--- src/rtl/pldb_pkg.sv ---
// ----------------------------------------------------------------------------
// pldb_pkg
// Shared types and codes for the price level depth book.
// ----------------------------------------------------------------------------
package pldb_pkg;

  // Fixed field widths of one operation word and one result word
  localparam int unsigned FUNC_W   = 3;
  localparam int unsigned LEVEL_W  = 8;
  localparam int unsigned PRICE_W  = 32;
  localparam int unsigned QTY_W    = 31;
  localparam int unsigned STATUS_W = 2;
  localparam int unsigned LCOUNT_W = 4;

  // Operation codes; codes 5 to 7 are no-ops
  typedef enum logic [FUNC_W-1:0] {
    FUNC_ADD      = 3'd0,
    FUNC_UPDATE   = 3'd1,
    FUNC_DELETE   = 3'd2,
    FUNC_DEL_FROM = 3'd3,
    FUNC_CLEAR    = 3'd4
  } func_e;

  // Result status codes
  typedef enum logic [STATUS_W-1:0] {
    ST_DONE     = 2'd0,
    ST_BAD_LVL  = 2'd1,
    ST_MISMATCH = 2'd2
  } status_e;

  typedef logic signed [PRICE_W-1:0] price_t;
  typedef logic        [QTY_W-1:0]   qty_t;

endpackage

--- src/rtl/pldb_op_if.sv ---
// ----------------------------------------------------------------------------
// pldb_op_if
// Operation channel: valid/ready handshake with one book operation per word.
// ----------------------------------------------------------------------------
interface pldb_op_if import pldb_pkg::*; ();

  logic               valid;
  logic               ready;
  logic [FUNC_W-1:0]  func;
  logic [LEVEL_W-1:0] level;
  price_t             price;
  qty_t               quantity;

  modport source (output valid, output func, output level, output price,
                  output quantity, input ready);
  modport sink   (input valid, input func, input level, input price,
                  input quantity, output ready);

endinterface

--- src/rtl/pldb_res_if.sv ---
// ----------------------------------------------------------------------------
// pldb_res_if
// Result channel: valid/ready handshake with status and top of book per word.
// ----------------------------------------------------------------------------
interface pldb_res_if import pldb_pkg::*; ();

  logic                valid;
  logic                ready;
  logic [STATUS_W-1:0] status;
  logic [LCOUNT_W-1:0] level_count;
  price_t              best_price;
  qty_t                best_quantity;

  modport source (output valid, output status, output level_count,
                  output best_price, output best_quantity, input ready);
  modport sink   (input valid, input status, input level_count,
                  input best_price, input best_quantity, output ready);

endinterface

--- src/rtl/pldb_apply.sv ---
// ----------------------------------------------------------------------------
// pldb_apply
// Next-state logic of the book: applies one operation to the level array.
// ----------------------------------------------------------------------------
module pldb_apply import pldb_pkg::*; #(
  parameter int unsigned DEPTH = 10,
  parameter int unsigned CNT_W = $clog2(DEPTH + 1)
) (
  input  logic [CNT_W-1:0]   count_i,
  input  price_t             price_i [DEPTH],
  input  qty_t               qty_i   [DEPTH],
  input  logic [FUNC_W-1:0]  func_i,
  input  logic [LEVEL_W-1:0] level_i,
  input  price_t             op_price_i,
  input  qty_t               op_qty_i,
  output logic [CNT_W-1:0]   count_o,
  output price_t             price_o [DEPTH],
  output qty_t               qty_o   [DEPTH],
  output status_e            status_o
);

  localparam int unsigned CMP_W = LEVEL_W + 1;

  logic [CMP_W-1:0]   lvl_ext;
  logic [CMP_W-1:0]   cnt_ext;
  logic [LEVEL_W-1:0] pos;
  logic               lvl_ok;
  logic               lvl_ok_add;
  logic               price_hit;
  price_t             sel_price;

  // Range checks against the current fill
  assign lvl_ext    = {1'b0, level_i};
  assign cnt_ext    = CMP_W'(count_i);
  assign pos        = level_i - LEVEL_W'(1);
  assign lvl_ok     = (level_i != '0) && (lvl_ext <= cnt_ext);
  assign lvl_ok_add = (level_i != '0) && (lvl_ext <= cnt_ext + CMP_W'(1));

  // Stored price at the addressed level
  always_comb begin
    sel_price = '0;
    for (int i = 0; i < DEPTH; i++) begin
      if (pos == LEVEL_W'(i)) sel_price = sel_price | price_i[i];
    end
  end
  assign price_hit = (sel_price == op_price_i);

  always_comb begin
    count_o  = count_i;
    price_o  = price_i;
    qty_o    = qty_i;
    status_o = ST_DONE;
    case (func_e'(func_i))
      FUNC_ADD: begin
        if (!lvl_ok_add) begin
          status_o = ST_BAD_LVL;
        end else begin
          // insert at pos, push deeper levels down; last one falls off
          for (int i = 0; i < DEPTH; i++) begin
            if (pos == LEVEL_W'(i)) begin
              price_o[i] = op_price_i;
              qty_o[i]   = op_qty_i;
            end else if (i > 0 && LEVEL_W'(i) > pos) begin
              price_o[i] = price_i[(i > 0) ? i - 1 : 0];
              qty_o[i]   = qty_i[(i > 0) ? i - 1 : 0];
            end
          end
          if (count_i < CNT_W'(DEPTH)) count_o = count_i + CNT_W'(1);
        end
      end
      FUNC_UPDATE: begin
        if (!lvl_ok) begin
          status_o = ST_BAD_LVL;
        end else if (!price_hit) begin
          status_o = ST_MISMATCH;
        end else begin
          for (int i = 0; i < DEPTH; i++) begin
            if (pos == LEVEL_W'(i)) qty_o[i] = op_qty_i;
          end
        end
      end
      FUNC_DELETE: begin
        if (!lvl_ok) begin
          status_o = ST_BAD_LVL;
        end else if (!price_hit) begin
          status_o = ST_MISMATCH;
        end else begin
          // pull deeper levels up over the removed one
          for (int i = 0; i < DEPTH - 1; i++) begin
            if (LEVEL_W'(i) >= pos) begin
              price_o[i] = price_i[i + 1];
              qty_o[i]   = qty_i[i + 1];
            end
          end
          count_o = count_i - CNT_W'(1);
        end
      end
      FUNC_DEL_FROM: begin
        if (!lvl_ok) status_o = ST_BAD_LVL;
        else         count_o  = CNT_W'(pos);
      end
      FUNC_CLEAR: begin
        count_o = '0;
      end
      default: begin
      end
    endcase
  end

endmodule

--- src/rtl/price_level_depth_book.sv ---
// ----------------------------------------------------------------------------
// price_level_depth_book
// One side of a market-by-price book with up to DEPTH levels.
// ----------------------------------------------------------------------------
// Takes one operation word per clock (add, update, delete, delete-from,
// clear) and returns one result word per operation, carrying the status and
// the level count, best price and best quantity after the operation. The
// level array sits in flip-flops and is rewritten in the cycle the word is
// accepted, so throughput is one operation per cycle unless the result
// stalls, and the result appears in the cycle after acceptance. A new word
// gets into the single result register whenever the held result is taken or
// it is empty; a stalled result holds ready low. Level count is reported in 4 bits.
module price_level_depth_book import pldb_pkg::*; #(
  parameter int unsigned DEPTH = 10
) (
  input  logic       clk_i,
  input  logic       rst_ni,
  pldb_op_if.sink    op_i,
  pldb_res_if.source res_o
);

  localparam int unsigned CNT_W = $clog2(DEPTH + 1);

  // Book storage
  logic [CNT_W-1:0] count_q;
  logic [CNT_W-1:0] count_d;
  price_t           price_q [DEPTH];
  price_t           price_d [DEPTH];
  qty_t             qty_q   [DEPTH];
  qty_t             qty_d   [DEPTH];
  status_e          status_d;

  // Result register
  logic                out_valid_q;
  logic [STATUS_W-1:0] out_status_q;
  logic [LCOUNT_W-1:0] out_count_q;
  price_t              out_price_q;
  qty_t                out_qty_q;

  logic accept;

  assign op_i.ready = !out_valid_q || res_o.ready;
  assign accept     = op_i.valid && op_i.ready;

  pldb_apply #(
    .DEPTH (DEPTH),
    .CNT_W (CNT_W)
  ) u_apply (
    .count_i    (count_q),
    .price_i    (price_q),
    .qty_i      (qty_q),
    .func_i     (op_i.func),
    .level_i    (op_i.level),
    .op_price_i (op_i.price),
    .op_qty_i   (op_i.quantity),
    .count_o    (count_d),
    .price_o    (price_d),
    .qty_o      (qty_d),
    .status_o   (status_d)
  );

  // Control: fill count and result valid
  always_ff @(posedge clk_i or negedge rst_ni) begin
    if (!rst_ni) begin
      count_q     <= '0;
      out_valid_q <= 1'b0;
    end else begin
      if (accept) count_q <= count_d;
      if (accept)           out_valid_q <= 1'b1;
      else if (res_o.ready) out_valid_q <= 1'b0;
    end
  end

  // Payload: level array and result word
  always_ff @(posedge clk_i) begin
    if (accept) begin
      price_q      <= price_d;
      qty_q        <= qty_d;
      out_status_q <= status_d;
      out_count_q  <= LCOUNT_W'(count_d);
      out_price_q  <= (count_d != '0) ? price_d[0] : '0;
      out_qty_q    <= (count_d != '0) ? qty_d[0] : '0;
    end
  end

  assign res_o.valid         = out_valid_q;
  assign res_o.status        = out_status_q;
  assign res_o.level_count   = out_count_q;
  assign res_o.best_price    = out_price_q;
  assign res_o.best_quantity = out_qty_q;

endmodule

--- src/flat_wrapper.sv ---
// flat-port wrapper written by rule: the top's interface ports become plain ports
module price_level_depth_book_flat import pldb_pkg::*;
#(
  parameter int unsigned DEPTH = 10
)
  (clk_i, rst_ni, op_i_valid, op_i_func, op_i_level, op_i_price, op_i_quantity, op_i_ready, res_o_valid, res_o_status, res_o_level_count, res_o_best_price, res_o_best_quantity, res_o_ready);
  pldb_op_if op_i_i ();
  pldb_res_if res_o_i ();
  input  logic clk_i;
  input  logic rst_ni;
  input wire logic [$bits(op_i_i.valid)-1:0] op_i_valid;
  input wire logic [$bits(op_i_i.func)-1:0] op_i_func;
  input wire logic [$bits(op_i_i.level)-1:0] op_i_level;
  input wire logic [$bits(op_i_i.price)-1:0] op_i_price;
  input wire logic [$bits(op_i_i.quantity)-1:0] op_i_quantity;
  output wire logic [$bits(op_i_i.ready)-1:0] op_i_ready;
  output wire logic [$bits(res_o_i.valid)-1:0] res_o_valid;
  output wire logic [$bits(res_o_i.status)-1:0] res_o_status;
  output wire logic [$bits(res_o_i.level_count)-1:0] res_o_level_count;
  output wire logic [$bits(res_o_i.best_price)-1:0] res_o_best_price;
  output wire logic [$bits(res_o_i.best_quantity)-1:0] res_o_best_quantity;
  input wire logic [$bits(res_o_i.ready)-1:0] res_o_ready;
  assign op_i_i.valid = op_i_valid;
  assign op_i_i.func = op_i_func;
  assign op_i_i.level = op_i_level;
  assign op_i_i.price = op_i_price;
  assign op_i_i.quantity = op_i_quantity;
  assign op_i_ready = op_i_i.ready;
  assign res_o_valid = res_o_i.valid;
  assign res_o_status = res_o_i.status;
  assign res_o_level_count = res_o_i.level_count;
  assign res_o_best_price = res_o_i.best_price;
  assign res_o_best_quantity = res_o_i.best_quantity;
  assign res_o_i.ready = res_o_ready;
  price_level_depth_book #(.DEPTH(DEPTH)) u_core (.clk_i(clk_i), .rst_ni(rst_ni), .op_i(op_i_i), .res_o(res_o_i));
endmodule
--- config.mk ---
export PLATFORM = sky130hd
export DESIGN_NAME = price_level_depth_book_flat
export DESIGN_NICKNAME = d
export VERILOG_FILES = /design/src/rtl/pldb_pkg.sv /design/src/rtl/pldb_op_if.sv /design/src/rtl/pldb_res_if.sv /design/src/rtl/pldb_apply.sv /design/src/rtl/price_level_depth_book.sv /design/src/flat_wrapper.sv
export SDC_FILE = /design/constraint.sdc
export NUM_CORES = 2
export LEC_CHECK = 0
export ABC_AREA = 1
export ABC_CLOCK_PERIOD_IN_PS = 9200
export BUFFER_PORTS_ARGS = -buffer_cell sky130_fd_sc_hd__buf_2
export CAP_MARGIN = 20
export CORE_MARGIN = 4
export CORE_UTILIZATION = 43
export CTS_BUF_LIST = sky130_fd_sc_hd__clkbuf_2
export DETAILED_ROUTE_END_ITERATION = 6
export PLACE_DENSITY = 0.7
export SLEW_MARGIN = 20
export SYNTH_ARGS = -nofsm -noshare
export SYNTH_HDL_FRONTEND = slang
export SYNTH_SLANG_ARGS = --single-unit
--- constraint.sdc ---
create_clock -name clk_i -period 9.2 [get_ports clk_i]
set_input_delay 1.84 -clock clk_i [delete_from_list [all_inputs] [get_ports clk_i]]
set_output_delay 1.84 -clock clk_i [all_outputs]
set_load 0.01 [all_outputs]
==> results.md <==
- H-tree Lvls: 4
- Design Area, Final: 46600 sq um
- Root buf cell: clkbuf_2
- Pwr dens: 144 nW/um^2
- Top cells by area, synth: edfxtp_1 49%, o21ai_0 8.8%, nand2_1 7.7%
- Non-filler instance count after layout: 6742
- Post-CTS Repair Setup Buffers: 0
- Core Box Area: 98900 sq um
- Post-CTS Hold Buffers: 0
- Die Wd: 324 um
- PostCTS Resize Cnt: 0
- Fmax: 0.162 GHz
- Final WS setup: 3.04 ns
- Crit path launch type: input port
- Most frequent cells in the layout: 881 x nand2_1, 760 x o21ai_0, 700 x inv_1
- Number of remaining DRC errors: 0
- Vias: 41900
- Crit-path slowest cell: buf_4
- FF+latch count, synth: 704
- Global-route wire length before repair: 238 mm
- RR Endpoint: u_core.res_o.best_price[31]$_SDFFCE_PN0P_
- 1st-iter DRT viols: 6284
- Hold Vio Cnt, Final: 0
- Final worst-path cycle share: 66.9%
- Share of the synthesized area in the top cell type: 48.7%
- Worst path required time: 10.46 ns
- P_leak: 0.0193 uW
- Grt total ovfl: 0
- Distinct cells, synth: 42
- Worst slack at placement: 1.77 ns
- Least-Margin Pin Slew: 1.19 ns
- Share of total power in combinational logic: 10.2%
- CP endpoint kind: register
- Initial antenna violation count: 17
- Worst slew margin relative to its limit: 20.8%
- Clock slew at reported path FFs: 0.10 ns
- Vias in the first global route: 39500
- I/O Buffers: 148
- Share of layout cells above drive strength 1: 12.0%
- First-pass DRT Iterations: 7
- RSZ-0062 raised after global routing: false
- CTS Buf Count: 192
- CTS tree: built
- Hold WC Path Type: in -> async
- Top FF cell, synth: edfxtp_1
- Die area: 105000 sq um
- Synth Cell Area: 43100 sq um
- Number of fill cells: 9448
- Net Sw Power: 2010 uW
- Reg2Reg Depth: 22
- Yosys top cell by area: edfxtp_1
- Clk sink count: 704
- Largest net degree at the start of global routing: 151
- Initial Util: 43.6%
- Area after DPL: 44800 sq um
- Clk_skew: 0.160 ns
- Final nets: 5392
- Final setup violation count: 0
- Part of the power in registers: 54.6%
- Sw Share: 29.9%
- DIE HEIGHT: 324 um
- Fraction of registers with async set/reset: 0.710%
- Placed Instances: 6392
- Rows: 115
- Clock power frac: 35.1%
- Syn. warnings: 0
- Worst skew pair latency: 1.53 ns
- Average size of a mapped cell: 8.14 sq um
- Most common cell after layout, fill and taps aside: nand2_1
- Syn_nets: 5383
- WL per Instance: 23.7 um
- Reg2Reg Launch Point: u_core.count_q[0]$_DFFE_PN0P_
- R2R setup slack: 3.93 ns
- Sequential area share after synthesis: 49.0%
- Io pins: 149
- Antenna Nets Post-Route: 0
- Top cell by count, worst path: nand2_1
- Max VDD drop: 111 uV
- Final worst path period need: 6.16 ns
- Outcome: complete, no violations
- Slew Viols, Final: 0
- Crit-path max FO: 75
- Synthesized instance count: 5290
- Max_cap viols: 0
- Crit-path max cell delay: 0.96 ns
- Area growth, synth to finish: 8.23%
- Clk buf depth: 3
- RePlAce Congestion: 0.889
- Crit path kind: in -> reg
- Final wirelength: 160 mm
- Hpwl dp: 92.1 mm
- Vias per inst: 6.22
- Post-synth EDFFs: 699
- Tot GR Track Use: 29.0%
- Internal power: 4700 uW
- WP data arrival: 7.42 ns
-- metrics by stage --
| step | power, uW | setup TNS (ns) | hold slack (ns) | utilization (%) |
|---|---|---|---|---|
| after global placement | 4400 | 0 | 0.501 | 45.4 |
| after detailed placement | 4410 | 0 | 0.513 | 45.4 |
| after global routing | 6970 | 0 | 0.0702 | 47.1 |
| after floorplan | 4120 | -36.11 | 0.514 | - |
| final | 6710 | 0 | 0.213 | 47.2 |
| after CTS | 6720 | 0 | 0.0356 | 47.1 |
-- critical path: cells and delay by family --
kind	cells	cell delay, ns
adders and majority gates	1	0.32
and+or+nand+nor	17	3.27
buffers and inverters	6	1.84
AOI/OAI and AO/OA	1	0.10
-- cell families (layout without fill, tap and decap cells) --
kind of cell	count (synthesis)	after routing	synth area share [%]
buffers and inverters	1151	1301	10.5
other	0	15	0
XOR/XNOR	2	2	0.0407
flip-flops	704	704	49.0
adder cells (fa/ha/maj)	15	15	0.436
AND/OR/NAND/NOR	1708	1708	17.8
AO/OA/AOI/OAI	1710	1710	22.2
-- per-layer routing --
metal | GRT usage, % | wire length [um] | vias up
met5 | 0 | 11 | -
met4 | 17.0 | 10200 | 2
met3 | 7.49 | 20300 | 634
met2 | 45.5 | 71900 | 3168
met1 | 36.4 | 57800 | 19500
li1 | - | - | 18600
-- synth_stat cells, types with 2 or more instances --
cell,count
nand2_1,888
o21ai_0,760
inv_1,704
edfxtp_1,699
a21oi_1,493
nand3_1,458
clkbuf_1,296
nor2_1,222
o211ai_1,210
o31ai_1,105
nand4_1,86
buf_2,81
o21ai_1,68
buf_1,47
o221ai_1,39
nand3_4,29
o22ai_1,21
ha_1,15
a211oi_1,7
inv_2,7
nor2_2,7
nor3_1,7
clkinv_1,5
dfrtp_1,5
a2111oi_0,4
buf_6,4
nor2_4,4
a31oi_1,2
buf_12,2
buf_4,2
nand2_2,2
-- worst max path at each step --
stage | startpoint | end | slack [ns] | depth (start not counted)
6_report | op_i_level[0] | u_core.qty_q[158]$_DFFE_PP_ | 3.04 | 25
3_3_place_gp | op_i_level[0] | u_core.res_o.best_quantity[17]$_SDFFCE_PN0P_ | 1.87 | 27
3_5_place_dp | op_i_level[0] | u_core.res_o.best_quantity[17]$_SDFFCE_PN0P_ | 1.77 | 28
4_1_cts | op_i_level[0] | u_core.qty_q[259]$_DFFE_PP_ | 3.36 | 24
2_1_floorplan | op_i_level[0] | u_core.qty_q[248]$_DFFE_PP_ | -0.58 | 23
5_1_grt | op_i_level[0] | u_core.qty_q[259]$_DFFE_PP_ | 2.89 | 23
-- cell type report --
cell class	count	area (sq um)	area share, %
antenna	15	37.5	0.0805
clock buffer	289	1450	3.10
clock inverter	46	288	0.617
inverter	717	2720	5.83
multi-input combinational	3435	17800	38.2
sequential	704	21100	45.3
tap	1287	1610	3.45
timing repair buffer	249	1610	3.46
-- registers in the layout, indices dropped and copies added, names as in the netlist --
signal,cells
u_core.res_o.valid,1
u_core.qty_q,310
u_core.price_q,320
u_core.res_o.level_count,4
u_core.res_o.best_price,32
u_core.res_o.best_quantity,31
u_core.count_q,4
u_core.res_o.status,2
-- power groups by stage --
stage,sequential (uW),combinational (uW),clock (uW)
floorplan,3740,382,0
global placement,3740,659,0
detailed placement,3740,672,0
CTS,3670,673,2380
global route,3670,743,2550
finish,3670,688,2360
(Power assumes the default switching activity.)
